File: src/design/cht_pkg.sv
`timescale 1ns / 1ps
package cht_pkg;

    localparam int OP_W  = 2;
    localparam int KEY_W = 31;
    localparam int PAY_W = 32;
    localparam int ST_W  = 2;
    localparam int CFG_W = 7;

    localparam int DEF_MAX_BUCKETS = 64;
    localparam int DEF_POOL_NODES  = 256;
    localparam logic [CFG_W-1:0] CFG_RESET = 7'd64;

    typedef enum logic [OP_W-1:0] {
        OP_INSERT = 2'd0,
        OP_LOOKUP = 2'd1,
        OP_REMOVE = 2'd2,
        OP_NOP    = 2'd3
    } t_op;

    typedef enum logic [ST_W-1:0] {
        ST_DONE = 2'd0,
        ST_MISS = 2'd1,
        ST_FULL = 2'd2
    } t_status;

    typedef enum logic [1:0] {
        FR_IDLE,
        FR_DIV,
        FR_PUSH
    } t_fstate;

    typedef enum logic [2:0] {
        B_INIT,
        B_IDLE,
        B_HEAD,
        B_INS,
        B_NODE,
        B_REM
    } t_bstate;

endpackage

File: src/design/cht_queue.sv
`timescale 1ns / 1ps
module cht_queue #(
    parameter int W = 71
) (
    input  logic         i_clk,
    input  logic         i_rst_n,
    input  logic         i_push,
    input  logic [W-1:0] i_data,
    output logic         o_full,
    input  logic         i_pop,
    output logic         o_valid,
    output logic [W-1:0] o_data
);
    import cht_pkg::*;

    logic [W-1:0] r_slot [2];
    logic         r_wp, r_rp;
    logic [1:0]   r_cnt;

    assign o_full  = (r_cnt == 2'd2);
    assign o_valid = (r_cnt != 2'd0);
    assign o_data  = r_slot[r_rp];

    always_ff @(posedge i_clk) begin
        if (!i_rst_n) begin
            r_wp  <= 1'b0;
            r_rp  <= 1'b0;
            r_cnt <= 2'd0;
        end else begin
            if (i_push) r_wp <= ~r_wp;
            if (i_pop)  r_rp <= ~r_rp;
            r_cnt <= r_cnt + {1'b0, i_push} - {1'b0, i_pop};
        end
    end

    always_ff @(posedge i_clk) begin
        if (i_push) r_slot[r_wp] <= i_data;
    end

endmodule

File: config.mk
export PLATFORM = sky130hd
export DESIGN_NAME = cht_queue
export DESIGN_NICKNAME = d
export VERILOG_FILES = /design/src/design/cht_pkg.sv /design/src/design/cht_queue.sv
export SDC_FILE = /design/constraint.sdc
export NUM_CORES = 1
export LEC_CHECK = 0
export ABC_AREA = 1
export BUFFER_PORTS_ARGS = -buffer_cell sky130_fd_sc_hd__buf_4
export CORE_MARGIN = 3
export CORE_UTILIZATION = 52
export DETAILED_ROUTE_END_ITERATION = 7
export PLACE_DENSITY_LB_ADDON = 0.1
export SLEW_MARGIN = 20
export SYNTH_ARGS = -nofsm -noshare
export SYNTH_HDL_FRONTEND = slang
export SYNTH_SLANG_ARGS = --single-unit
export TNS_END_PERCENT = 30
File: constraint.sdc
create_clock -name i_clk -period 5.7 [get_ports i_clk]
set_input_delay 1.14 -clock i_clk [delete_from_list [all_inputs] [get_ports i_clk]]
set_output_delay 1.14 -clock i_clk [all_outputs]
set_load 0.02 [all_outputs]
* After elaboration in Yosys (flattened, before gate mapping) *
Memory sizes are Yosys's and may differ from the RTL's. A register that Yosys moved wholly into a read port is not among the register bits.
Cells that the tools add are included.

storage, ports and cells
  memories kept = 1
  logic and storage cells = 14
  bits of input ports = 75
  flip-flop bits (word level) = 4
  bits in writable memories = 142

cells by class
  bitwise logic cells = 2
  eq/ne operators = 1
  muxes and demuxes = 4
  reduce and logical (&&, ||, !) cells = 1
  $add $sub $neg = 2

memory list
  memory  words  bits a word  rd ports  clocked after Yosys merged registers in  wr ports  line             source
  r_slot  2      71           1         1                                        1         cht_queue.sv:16  logic [W-1:0] r_slot [2];

operator list
  operator                                     count
  1-bit two-way mux                            4
  2-bit by 1-bit adder with 2-bit output       1
  2-bit equality test (second input constant)  1
  1-bit inverter                               2
  2-bit nonzero test                           1
  2-bit by 1-bit subtractor with 2-bit output  1

* Logic depth before layout (Yosys ltp) *
  depth in word-level cells = 3
  depth in mapped cells = 9
  mapped depth without buffers = 9

* Worst setup path after synthesis *
OpenSTA, ideal clock, no wires.

  path kind = input -> register
  from = input i_push
  to = memory r_slot[0][0], enable pin
  setup time = 502 ps
  data arrival time = 4156 ps
  buffers on the path = 0
  slack = 1042 ps
  stages on the path = 2
  path through = inv_1 -> nor2_1

on the way
  cells in the longest elaborated chain, start to end = 2

ends and longest elaborated chain
  element                                  line             source
  start, declared                          cht_queue.sv:7   input logic i_push,
  1-bit two-way mux                        cht_queue.sv:37  if (i_push) r_slot[r_wp] <= i_data;
  1-bit two-way mux (implied by the code)  cht_queue.sv:37
  end, declared                            cht_queue.sv:16

No other way between the ends.

==> reports/results.tsv <==
stage	metric	value	unit
worst_setup_path	cp_slowest_stage_delay	1010	ps
timing	fin_setup_tns	0	ps
timing	layout_worst_path_cycle_share	64.2	%
flow_run	max-cap-violations	0	
timing	number_of_endpoints_with_negative_hold_slack_in_the_final_report	0	
placed_design	dpl-instance-area	0.00686	mm^2
worst_setup_path	critical_path.slowest_cell	dfxtp_4	
synth	synth_top_area_share	74.8	%
final_layout	final_layout_size_suffix_gt1_share	59.3	%
die	die_height	111	um
worst_setup_path	critical_path.reg2reg.endpoint	r_slot[1][5]	
worst_setup_path	worstReg2RegStart	r_wp	
detailed_routing	drt-initial-drc-count	99	
synth	ys_seq_elements	147	
power	powerDensity	362	mW/mm^2
worst_setup_path	worst-r2r-cell-count	3	
clocking	cts_resized	0	
die	top_level_ports	148	
timing	worst_pin_slew	983	ps
detailed_routing	drtAntennaViolNets	0	
timing	final_critical_path_setup_slack	2040	ps
synth	synthDistinctLibCells	12	
timing	min_period	3660	ps
die	core_rows	37	
power	report.power.total	2.70	mW
timing	maxSlewViolCount	0	
clocking	post-cts-setup-buffer-count	0	
clocking	master_cell_of_the_clock_root_buffer	clkbuf_8	
detailed_routing	first_pass_iteration_count_of_the_detailed_router	4	
die	design.core.area	0.0105	mm^2
timing	setup_violations	0	
clocking	htree_levels	4	
global_route	grt_usage	17.0	%
synth	synth_cells	254	
clocking	cts_tree	done	
synth	synth_area_leaders	edfxtp_1 (75%), mux2_4 (18%), buf_12 (2.5%)	
worst_setup_path	cp_data_arrival_time	2520	ps
final_layout	postLayoutCellArea	0.00745	mm^2
synth	postSynthAreaPerCell	22.5	um^2
die	die_ar	0.0123	mm^2
timing	finClkSkew	6.63	ps
clocking	tritoncts.num_buffers	17	
global_route	grt_remaining_overflow	0	
final_layout	fillerInstances	690	
placed_design	weighted_congestion_at_the_end_of_routability_driven_global_placement	0.773	
placed_design	place_ws	2520	ps
worst_setup_path	critPathLaunchType	register	
detailed_routing	viasPerCell	4.94	
synth	synth_top_area_cell	edfxtp_1	
die	initial_utilization	54.3	%
final_layout	finish.net_count	492	
clocking	cts_hold_repair.buffers	0	
detailed_routing	route.detailed.wl_per_inst	17.8	um
global_route	largest_net_degree_at_the_start_of_global_routing	55	
clocking	clkLatencyLatePin	510	ps
detailed_routing	wirelength	10100	um
detailed_routing	route.detailed.drc	0	
detailed_routing	detailroute.via_count	2787	
worst_setup_path	largest_fanout_of_any_net_on_the_critical_path	52	
placed_design	detailed_place_hpwl	6560	um
global_route	via_count_of_the_first_global_routing_pass	2965	
worst_setup_path	critical_path.endpoint_type	primary output	
placed_design	place.port_buffers	147	
timing	timing.max_slew.rel_slack	34.5	%
power	power.leakage	3.01	nW
timing	clock.fmax	273	MHz
worst_hold_path	timing.hold.worst.class	register to register	
synth	synth.cell_area	0.00570	mm^2
final_layout	insertedDiodeCount	0	
worst_setup_path	worst-r2r-setup-slack	3630	ps
clocking	max-clock-path-buffers	2	
run_status	outcome	finished, final reports clean	
worst_setup_path	path_cells	buf_4 -> mux2_4 -> buf_4	
synth	number_of_warning_messages_in_the_yosys_log	0	
timing	grt_setup_unrepaired	no	
worst_setup_path	path_common_cell	buf_4	
worst_hold_path	hold_path_depth	2	
global_route	grt_antenna_before_repair	0	
clocking	clock_sink_count	147	
final_layout	area_growth_syn_to_layout	30.7	%
synth	synth_sequential_area_ratio	76.5	%
power	power.ir.vdd_worst	0.241	mV
clocking	clkSlewWorstSetupHoldPaths	60	ps
worst_setup_path	worst-endpoint-required	4560	ps
worst_hold_path	min_from	r_rp	
worst_setup_path	critPathKind	register to primary output	
synth	synth.net_count	331	
die	die_w	111	um
global_route	grt_first_pass_wirelength	15800	um
[cells in the mapped netlist]
library cell,number
edfxtp_1,142
nand3_1,1
buf_12,7
nor2_1,8
a21oi_1,1
nand2_1,9
mux2_2,1
buf_6,1
mux2_4,70
inv_1,7
ha_1,2
dfxtp_1,5
[registers in the layout (all words and copies together) (netlist names), named ones only]
register / cells
r_rp: 1
r_slot: 142
r_wp: 1
r_cnt: 2
[cell families (layout without fill, tap and decap cells)]
| family | after synthesis | after routing | synth area share (%) |
|---|---|---|---|
| mux | 71 | 71 | 18.6 |
| flops | 147 | 147 | 76.5 |
| buf+inv | 15 | 189 | 3.12 |
| fa+ha+maj | 2 | 2 | 0.439 |
| simple gates | 18 | 18 | 1.21 |
| compound gates | 1 | 1 | 0.0877 |
[metal layers]
layer  part of all wire (%)  GRT usage (%)  wire length [um]  up-vias
li1                       -              -                 -     1306
met1                     41           20.9              4080     1361
met2                     50           27.2              5070      103
met3                    7.1           6.17               713       17
met4                    1.9           7.31               195        0
met5                      0              0                 0        -
[worst max-delay path, delay by kind of cell (launching register included)]
family,cells,cell delay [ps]
flops,1,1010
buf+inv,2,660
mux,1,340
[power by group]
part	internal, mW	leakage (nW)	switching [mW]
Combinational	0.169	1.35	0.149
Sequential	1.25	1.38	0.0311
Clock	0.698	0.287	0.396
[area by class of cell]
class / instances / area [um^2] / share of cell area [%]
inverter: 7 / 26.3 / 0.352
timing repair buffer: 150 / 1130 / 15.1
multi-input combinational: 92 / 1170 / 15.7
sequential: 147 / 4370 / 58.6
tap: 136 / 170 / 2.28
clock buffer: 22 / 463 / 6.21
clock inverter: 10 / 133 / 1.78
[per-stage QoR]
stage                     utilization, %  hold WS [ps]  instances
after floorplan                        -           463        254
after global placement              65.3           478        532
after detailed placement            65.3           489        532
after CTS                           70.9           532        564
after global routing                70.9           561        564
final                               70.9           531        564
[cells in the final DEF, fill, tap and decap left out]
cell	n
buf_4	150
edfxtp_1	142
mux2_4	70
clkbuf_16	16
nand2_1	9
nor2_1	7
inv_1	6
clkbuf_8	4
clkinv_2	4
dfxtp_1	4
clkinvlp_4	3
bufinv_16	3
ha_1	2
clkbuf_1	2
mux2_2	1
inv_2	1
nor2_4	1
a21oi_1	1
nand3_1	1
dfxtp_4	1
[worst max path at each step]
stage	from	end	slack, ps
after floorplan	i_push	r_slot[0][0]	1040
after global placement	register	o_data[16]	2540
after detailed placement	register	o_data[56]	2520
after CTS	register	o_data[56]	1970
after global routing	register	o_data[64]	1880
final	register	o_data[56]	2040
(Power assumes the default switching activity.)
