## src/design/cht_pkg.sv

```systemverilog
`timescale 1ns / 1ps
package cht_pkg;

    localparam int OP_W  = 2;
    localparam int KEY_W = 31;
    localparam int PAY_W = 32;
    localparam int ST_W  = 2;
    localparam int CFG_W = 7;

    localparam int DEF_MAX_BUCKETS = 64;
    localparam int DEF_POOL_NODES  = 256;
    localparam logic [CFG_W-1:0] CFG_RESET = 7'd64;

    typedef enum logic [OP_W-1:0] {
        OP_INSERT = 2'd0,
        OP_LOOKUP = 2'd1,
        OP_REMOVE = 2'd2,
        OP_NOP    = 2'd3
    } t_op;

    typedef enum logic [ST_W-1:0] {
        ST_DONE = 2'd0,
        ST_MISS = 2'd1,
        ST_FULL = 2'd2
    } t_status;

    typedef enum logic [1:0] {
        FR_IDLE,
        FR_DIV,
        FR_PUSH
    } t_fstate;

    typedef enum logic [2:0] {
        B_INIT,
        B_IDLE,
        B_HEAD,
        B_INS,
        B_NODE,
        B_REM
    } t_bstate;

endpackage

```

## src/design/cht_front.sv

```systemverilog
`timescale 1ns / 1ps
module cht_front #(
    parameter int MAX_BUCKETS = cht_pkg::DEF_MAX_BUCKETS,
    parameter int BW          = 6,
    parameter int JW          = 71
) (
    input  logic                     i_clk,
    input  logic                     i_rst_n,
    input  logic                     i_en,
    input  logic [cht_pkg::CFG_W-1:0] i_bucket_count,
    input  logic                     i_valid,
    output logic                     o_ready,
    input  logic [cht_pkg::OP_W-1:0] i_op,
    input  logic [cht_pkg::KEY_W-1:0] i_key,
    input  logic [cht_pkg::PAY_W-1:0] i_payload,
    output logic                     o_push,
    input  logic                     i_full,
    output logic [JW-1:0]            o_job
);
    import cht_pkg::*;

    localparam int CW = $clog2(KEY_W);

    t_fstate            r_state, n_state;
    logic [OP_W-1:0]    r_op;
    logic [KEY_W-1:0]   r_key;
    logic [PAY_W-1:0]   r_pay;
    logic [KEY_W-1:0]   r_shift;
    logic [CFG_W-1:0]   r_rem;
    logic [CFG_W-1:0]   r_div;
    logic [CW-1:0]      r_cnt;
    logic [CFG_W:0]     w_rem2;
    logic [CFG_W-1:0]   w_div;
    logic               w_accept;

    // Bucket count zero acts as one; counts above the table size saturate.
    always_comb begin
        if (i_bucket_count == '0) begin
            w_div = CFG_W'(1);
        end else if (int'(i_bucket_count) > MAX_BUCKETS) begin
            w_div = CFG_W'(MAX_BUCKETS);
        end else begin
            w_div = i_bucket_count;
        end
    end

    assign w_accept = i_valid && o_ready;
    assign w_rem2   = {r_rem, r_shift[KEY_W-1]};

    always_comb begin
        n_state = r_state;
        unique case (r_state)
            FR_IDLE: if (w_accept) n_state = FR_DIV;
            FR_DIV:  if (r_cnt == CW'(KEY_W - 1)) n_state = FR_PUSH;
            FR_PUSH: if (!i_full) n_state = FR_IDLE;
            default: n_state = FR_IDLE;
        endcase
    end

    always_comb begin
        o_ready = (r_state == FR_IDLE) && i_en;
        o_push  = (r_state == FR_PUSH) && !i_full;
        o_job   = {r_op, r_key, r_pay, BW'(r_rem)};
    end

    always_ff @(posedge i_clk) begin
        if (!i_rst_n) begin
            r_state <= FR_IDLE;
        end else begin
            r_state <= n_state;
        end
    end

    // Restoring remainder, one key bit per cycle from the top.
    always_ff @(posedge i_clk) begin
        if (w_accept) begin
            r_op    <= i_op;
            r_key   <= i_key;
            r_pay   <= i_payload;
            r_shift <= i_key;
            r_rem   <= '0;
            r_div   <= w_div;
            r_cnt   <= '0;
        end else if (r_state == FR_DIV) begin
            r_shift <= {r_shift[KEY_W-2:0], 1'b0};
            r_cnt   <= r_cnt + CW'(1);
            if (w_rem2 >= {1'b0, r_div}) begin
                r_rem <= CFG_W'(w_rem2 - {1'b0, r_div});
            end else begin
                r_rem <= CFG_W'(w_rem2);
            end
        end
    end

endmodule

```

## config.mk

```make
export PLATFORM = sky130hd
export DESIGN_NAME = cht_front
export DESIGN_NICKNAME = d
export VERILOG_FILES = /design/src/design/cht_pkg.sv /design/src/design/cht_front.sv
export SDC_FILE = /design/constraint.sdc
export NUM_CORES = 1
export LEC_CHECK = 0
export BUFFER_PORTS_ARGS = -buffer_cell sky130_fd_sc_hd__buf_2
export CAP_MARGIN = 25
export CORE_AREA = 2 2 127 129
export DETAILED_ROUTE_END_ITERATION = 7
export DIE_AREA = 0 0 129 131
export PLACE_DENSITY = 0.51
export RECOVER_POWER = 50
export SETUP_SLACK_MARGIN = 0.1
export SLEW_MARGIN = 30
export SYNTH_ARGS = -nofsm -noshare
export SYNTH_HDL_FRONTEND = slang
export SYNTH_SLANG_ARGS = --single-unit
```

## constraint.sdc

```tcl
create_clock -name i_clk -period 4.3 [get_ports i_clk]
set_input_delay 0.43 -clock i_clk [delete_from_list [all_inputs] [get_ports i_clk]]
set_output_delay 0.43 -clock i_clk [all_outputs]
set_load 0.005 [all_outputs]
```

-- After elaboration in Yosys (flattened, before gate mapping)
Cells that the tools add are included.
- reductions and logical operators: 9
- magnitude comparators: 2
- multiplexer cells: 8
- eq/ne operators: 6
- add/sub/neg operators: 2
- operator list (cell ; count):
    2-to-1 mux 31 bit ; 2
    2-to-1 mux 7 bit ; 2
    >= comparator 8 x 7 -> 1 bit ; 1
    greater-than comparator 7 bit (second input constant) ; 1
    logical NOT 7 bit ; 1
    subtractor 7 bit ; 1
    2-to-1 mux 2 bit ; 3
    != test 2 bit (second input constant) ; 3
    one-hot mux 2 bit (3 select lines) ; 1
    adder 5 x 1 -> 5 bit (second input constant) ; 1
    equality test 5 bit (second input constant) ; 1
    logical AND 1 bit ; 3
    AND reduction 3 bit ; 1
    equality test 2 x 1 -> 1 bit (second input constant) ; 1
    equality test 2 bit (second input constant) ; 1
    logical NOT 2 bit ; 1
    nonzero test 2 bit ; 1
    OR reduction 2 bit ; 1
    logical NOT 1 bit ; 1
- bits of input ports: 77
- flip-flop bits (word level): 117
- word-level logic and storage cells: 36
- output and inout bits: 73

-- Longest topological paths before layout
Gate-level depths: netlist (run 1).
- depth in word-level cells: 5
- mapped depth: 9
- mapped depth without buffers: 9

-- Least setup slack after synthesis (run 1)
No wires, ideal clock.
- kind: register -> register
- start: reg r_shift[30]
- end: reg r_rem[5]
- buffers on the path: 0
- required time: 4170 ps
- arrival: 1862 ps
- setup time: 130 ps
- period minus slack after synthesis: 1992 ps
- setup slack: 2308 ps
- cell stages (with the launch flop): 10
- cells stage by stage: edfxtp_1 inv_1 ha_1 inv_1 fa_1 a21o_1 a21oi_2 a31oi_2 o221ai_1 o211ai_1
- cells in the longest elaborated chain, start to end: 2
- elaborated cells between the ends (all ways): 3
- those cells by class: add/sub: 1; order compare: 1; mux: 1
- ends and longest elaborated chain (element ; line ; source):
    from (decl) ; cht_front.sv:28 ; logic [KEY_W-1:0] r_shift;
    from (signal assigned) ; cht_front.sv:80 ; r_shift <= i_key;
    from (signal assigned) ; cht_front.sv:85 ; r_shift <= {r_shift[KEY_W-2:0], 1'b0};
    subtractor 7 bit / >= comparator 8 x 7 -> 1 bit (equally long branches) ; cht_front.sv:88, cht_front.sv:87 ;
    2-to-1 mux 7 bit * ; cht_front.sv:87 ; if (w_rem2 >= {1'b0, r_div}) begin
    to (signal assigned) ; cht_front.sv:88 ; r_rem <= CFG_W'(w_rem2 - {1'b0, r_div});
    to (signal assigned) ; cht_front.sv:90 ; r_rem <= CFG_W'(w_rem2);
    to (decl) ; cht_front.sv:29 ; logic [CFG_W-1:0] r_rem;
Mark *: on every way between the ends. The rest lies on a longest branch, timed or not.
A chain may end at the register's enable or synchronous reset.

-- Worst setup path after layout (run 1)
- start: reg r_shift[30]
- end: reg r_rem[6]
Same word-level chain as after synthesis.

==> key figures, run 1 <==
Route
  – Final WL: 9.53 mm
  – Routed Antenna Nets: 0
  – # DRC: 0
  – Initial drt markers: 168
  – Vias per inst: 4.18
  – Routed length per instance: 13.1 µm
  – Router iterations before antenna repair: 4
  – Via count: 3,050

Logic synthesis
  – Mean Syn Cell Area: 13.3 µm²
  – Sequential share of the synthesized area: 0.732
  – Dominant cell type by area after synthesis: edfxtp_1
  – Mapped Area: 4610 µm²
  – Post-Syn Instances: 347
  – EDFF count, synth: 103
  – Ys async rst share: 0
  – Synthesized Nets: 434
  – Share of the synthesized area in the top cell type: 0.671
  – Top cells by area, synth: edfxtp_1 67%, nand2_1 8.6%, dfxtp_1 6.1%
  – Most used DFF post-synth: edfxtp_1
  – Synthesis Warnings: 0
  – Flops & latches, synth: 117
  – Netlist cell types: 45

Die
  – # IOs: 150
  – Core Area: 15,600 µm²
  – DIE AREA: 16,900 µm²
  – Die width: 129 µm
  – Initial Utilization: 0.296
  – # rows: 46
  – Die Height: 131 µm

Cells and area
  – Final Util: 0.388
  – P&R area growth vs syn: 31.2%
  – Ant diodes: 0
  – Layout cell share with drive strength beyond 1: 0.246
  – Post-route cell area: 6050 µm²
  – FF/Latch Area: 3370 µm²
  – FILL cells: 1,537
  – Area occupied by multi-input gates: 1080 µm²
  – Nets: 588

Outcome
  – Status: complete, no violations

Hold path
  – Hold crit path type: in -> reg
  – Hold path depth: 1

Place
  – Post-DP Area: 5550 µm²
  – Pre-CTS WS: 1.68 ns
  – Hpwl dp: 6.56 mm
  – Placer Congestion: 0.755
  – Port bufs: 149

Critical path
  – Slowest CP cell: edfxtp_1
  – Crit-path cells: inv_1, ha_1, inv_1, fa_1, a21o_1, a21oi_2, a31oi_2, o221ai_1, o211ai_1
  – R2R depth: 9
  – Worst Path Arrival: 2.62 ns
  – WP data required: 4.57 ns
  – Max incr delay on CP: 0.40 ns
  – Setup crit end kind: flip-flop
  – Max FO, Critical Path: 6
  – CP dominant cell by count: inv_1
  – Critical path class: reg -> reg
  – Crit start category: flip-flop

Timing
  – Max_slew headroom: 0.545
  – Final-report hold violation count: 0
  – Clock Skews: 0.00763 ns
  – Setup TNS: 0 ns
  – Max-slew violations: 0
  – RSZ-0062 raised after global routing: no
  – Final worst slack: 1.95 ns
  – Max Clk Rate: 0.425 GHz
  – Setup Viol. Count Final: 0
  – Min cycle time layout: 2.35 ns
  – Period utilization: 0.547
  – Worst slew pin tran: 0.683 ns

Clock tree
  – Clk slew on worst S/H paths: 0.05 ns
  – Post-CTS setup buffers: 0
  – TritonCTS clock tree: yes
  – H-tree levels: 4
  – Clock sink count: 117
  – Clock Path Buffers: 2
  – Hold_buf cts: 0
  – Cts repair resizes: 0
  – Clock latency on the worst-skew pair: 0.41 ns
  – CTS root buffer: clkbuf_16
  – Num CTS Buffers: 17

Power and ir drop
  – Maximum VDD drop: 0.000228 V
  – Pwr/cell area: 548 nW/µm²
  – Power Total: 3.31 mW
  – LEAKAGE: 2.41 nW

GRT
  – Vias in the first global route: 3,027
  – Pin count of the biggest net entering global routing: 85
  – GRT Resource Usage Total: 0.116
  – Grt ovf: 0
  – Initial antenna violation count: 1
  – Global-route wire length before repair: 14.8 mm

Flow run
  – Max-cap check violation count: 0
-- worst max-delay path: cells and delay by family (launching register included) --
| kind | cells | cell delay [ns] |
|---|---|---|
| AO/OA/AOI/OAI | 5 | 1.13 |
| adder cells (fa/ha/maj) | 2 | 0.55 |
| flip-flops | 1 | 0.40 |
| buffers and inverters | 2 | 0.13 |
-- cell usage in the layout, fill, tap and decap left out, types with 2 or more instances in the layout --
cell        count
a21oi_1         7
a31oi_1         2
buf_2          91
buf_4           3
bufinv_16       3
clkbuf_1       62
clkbuf_16      17
clkinv_1        2
clkinv_2        2
clkinvlp_4      2
dfxtp_1        14
edfxtp_1      103
ha_1            9
inv_1          12
inv_6           2
mux2i_1         2
nand2_1       106
nand2b_1        3
nand3_1         4
nand3b_1        3
nand4_1         4
nor2_1         11
nor2b_1         5
nor3_1          2
nor3b_1         4
o211ai_1        7
o21ai_0         3
o21ai_1         2
o221ai_1        2
xor2_1          4
-- synth_stat cells (2+ instances only) --
cell type	n
dfxtp_1	14
a31oi_1	2
nand2b_1	3
nor3_1	2
nand2_1	106
nor2b_1	5
nor2_1	11
o221ai_1	2
nand3b_1	3
buf_4	10
nand4_1	4
edfxtp_1	103
ha_1	9
o21ai_1	3
o21ai_0	2
nand3_1	4
a21oi_1	7
xor2_1	4
inv_1	12
or2_1	2
o211ai_1	7
nor3b_1	3
mux2i_1	2
clkbuf_1	6
-- layer usage --
layer / GRT usage / up-vias / routed length, µm / share of wire
met5: 0 / - / 0 / 0
met4: 0.0518 / 0 / 136 / 0.014
met3: 0.0525 / 12 / 760 / 0.080
met2: 0.170 / 116 / 4170 / 0.44
met1: 0.149 / 1394 / 4460 / 0.47
li1: - / 1528 / - / -
-- registers in the layout, indices dropped and copies added, names as in the netlist --
name     flops
r_div        7
r_cnt        5
r_rem        7
r_pay       32
r_state      2
r_shift     31
r_op         2
r_key       31
-- area by class of cell --
type                       instances  share of cell area
sequential                       117               0.558
multi-input combinational        200               0.179
timing repair buffer             152               0.115
clock buffer                      21              0.0728
tap                              216              0.0447
clock inverter                    10              0.0217
inverter                          13             0.00890
-- path summary, 6_finish.rpt --
path                    startpoint                     to  slack (ns)
min                  i_payload[23]    r_pay[23]$_DFFE_PP_        0.19
min reg2reg  r_cnt[1]$_SDFFE_PP0P_  r_cnt[1]$_SDFFE_PP0P_        0.50
max          r_shift[30]$_DFFE_PP_  r_rem[6]$_SDFFE_PP0P_        1.95
max reg2reg  r_shift[30]$_DFFE_PP_  r_rem[6]$_SDFFE_PP0P_        1.95
-- cell families (layout without fill, tap and decap cells) --
kind of cell,after synthesis,count (layout),synth area share
buffers and inverters,30,196,0.0326
AND/OR/NAND/NOR,149,149,0.140
flip-flops,117,117,0.732
adder cells (fa/ha/maj),10,10,0.0288
XOR/XNOR,5,5,0.00950
multiplexers,2,2,0.00434
AO/OA/AOI/OAI,34,34,0.0529
-- where the power goes --
part / switching (mW) / total, mW / internal (mW)
logic: 0.297 / 0.514 / 0.217
registers: 0.0648 / 1.42 / 1.35
clock network: 0.476 / 1.38 / 0.902
total: 0.838 / 3.31 / 2.47
-- metrics by stage --
stage	cells	hold slack (ns)
global placement	698	0.475
global route	729	0.166
CTS	729	0.174
finish	729	0.192
detailed placement	698	0.492
floorplan	347	0.462
No activity file was read; power rests on OpenSTA's default activity.
==> inputs of run 2 (changes only) <==
- clock period: 4.3 -> 2.5 ns (I/O delays scaled with it)
==> key figures, run 2 (synthesized netlist as in run 1, its figures left out) <==
Outcome
  – Status: complete, no violations

Timing
  – Final worst slack: 0.337 ns
  – Min cycle time layout: 2.16 ns
  – RSZ-0062 raised after global routing: no
  – Max_slew headroom: 0.685
  – Worst slew pin tran: 0.473 ns
  – Worst hold slack: 0.0240 ns
  – Final-report hold violation count: 0
  – Max-slew violations: 0
  – Max Clk Rate: 0.462 GHz
  – Setup TNS: 0 ns
  – Period utilization: 0.865
  – Setup Viol. Count Final: 0
  – Clock Skews: 0.0116 ns

Route
  – Via count: 3,233
  – Routed length per instance: 12.9 µm
  – Vias per inst: 4.22
  – # DRC: 0
  – Final WL: 9.88 mm
  – Routed Antenna Nets: 0
  – Initial drt markers: 221
  – Router iterations before antenna repair: 4

Place
  – Post-Place Cells: 700
  – Placer Congestion: 0.753
  – Pre-CTS WS: 0.322 ns
  – Port bufs: 149
  – Hpwl dp: 6.61 mm

Clock tree
  – CTS root buffer: clkbuf_16
  – H-tree levels: 4
  – Clock latency on the worst-skew pair: 0.42 ns
  – Cts repair resizes: 0
  – Num CTS Buffers: 17
  – TritonCTS clock tree: yes
  – Clk slew on worst S/H paths: 0.06 ns
  – Post-CTS setup buffers: 0
  – Hold_buf cts: 34
  – Clock sink count: 117
  – Clock Path Buffers: 2

Critical path
  – Setup crit end kind: flip-flop
  – WP data required: 2.79 ns
  – Critical path class: reg -> reg
  – Max FO, Critical Path: 6
  – Worst Path Arrival: 2.45 ns
  – Crit start category: flip-flop

GRT
  – Vias in the first global route: 3,078
  – Initial antenna violation count: 1
  – Pin count of the biggest net entering global routing: 36
  – Grt ovf: 0
  – Global-route wire length before repair: 14.9 mm
  – GRT Resource Usage Total: 0.118

Cells and area
  – P&R area growth vs syn: 39.3%
  – Top flop regs: r_pay: 32 flops, r_key: 31 flops, r_shift: 31 flops
  – Layout cell share with drive strength beyond 1: 0.227
  – Final Util: 0.412
  – Register bank with the most flops: r_pay
  – Fin cells: 767
  – Largest register FFs: 32
  – Commonest non-fill, non-tap cells in the layout: 106 x nand2_1, 103 x edfxtp_1, 83 x buf_2, 66 x clkbuf_1, 34 x dlygate4sd3_1
  – Nets: 624
  – Most common cell after layout, fill and taps aside: nand2_1

Power and ir drop
  – Flop pwr share: 0.425
  – Pwr/cell area: 893 nW/µm²
  – Sw power: 1.54 mW
  – Pint: 4.20 mW
  – Sw Ratio: 0.268
  – LEAKAGE: 2.54 nW
  – Power share of the clock group: 0.413
  – Maximum VDD drop: 0.000416 V
  – Comb power frac: 0.163

Flow run
  – Max-cap check violation count: 0

Die
  – Core Area: 15,600 µm²
  – # rows: 46
  – Initial Utilization: 0.296
  – # IOs: 150
  – Die width: 129 µm
  – Die Height: 131 µm
  – DIE AREA: 16,900 µm²

Hold path
  – Hold crit path type: in -> reg
==> run 2: metrics by stage <==
stage | power [mW] | instance area [µm²]
floorplan | 3.13 | 4610
detailed placement | 3.39 | 5590
finish | 5.74 | 6420
global route | 6.03 | 6420
global placement | 3.37 | 5590
CTS | 5.84 | 6510
==> run 2: power by group through the flow <==
stage	logic, mW	clock network (mW)	registers, mW
6_report	0.935	2.37	2.44
5_1_grt	1.05	2.52	2.46
4_1_cts	0.964	2.44	2.43
3_5_place_dp	0.921	0	2.47
3_3_place_gp	0.903	0	2.47
2_1_floorplan	0.679	0	2.45
==> run 2: metal layers <==
layer | track usage | share of wire | vias to the layer above | routed length [µm]
met5 | 0 | 0 | - | 0
met4 | 0.0614 | 0.020 | 0 | 201
met3 | 0.0448 | 0.075 | 14 | 742
met2 | 0.178 | 0.45 | 137 | 4450
met1 | 0.147 | 0.45 | 1473 | 4490
li1 | - | - | 1609 | -
==> run 2: worst paths after layout <==
check,slack (ns),cells past startpoint,to,from
worst min-delay path,0.02,1,r_key[3]$_DFFE_PP_,i_key[3]
worst min register to register,0.50,2,r_cnt[0]$_SDFFE_PP0P_,r_cnt[0]$_SDFFE_PP0P_
worst max-delay path,0.34,9,r_rem[5]$_SDFFE_PP0P_,r_shift[30]$_DFFE_PP_
worst max register to register,0.34,9,r_rem[5]$_SDFFE_PP0P_,r_shift[30]$_DFFE_PP_
==> run 2: cell type report <==
cell class,count,area [µm²]
antenna,1,2.50
clock buffer,17,425
clock inverter,15,154
fill,1502,9170
inverter,13,51.3
multi-input combinational,200,1080
sequential,117,3370
tap,216,270
timing repair buffer,188,1070
==> run 2: critical path: stages (launching register included) <==
cell      delay (ns)
edfxtp_1        0.39
inv_1           0.07
ha_1            0.15
inv_1           0.05
fa_1            0.40
a21o_1          0.18
a21oi_2         0.25
a31oi_2         0.21
o221ai_1        0.24
o211ai_1        0.11
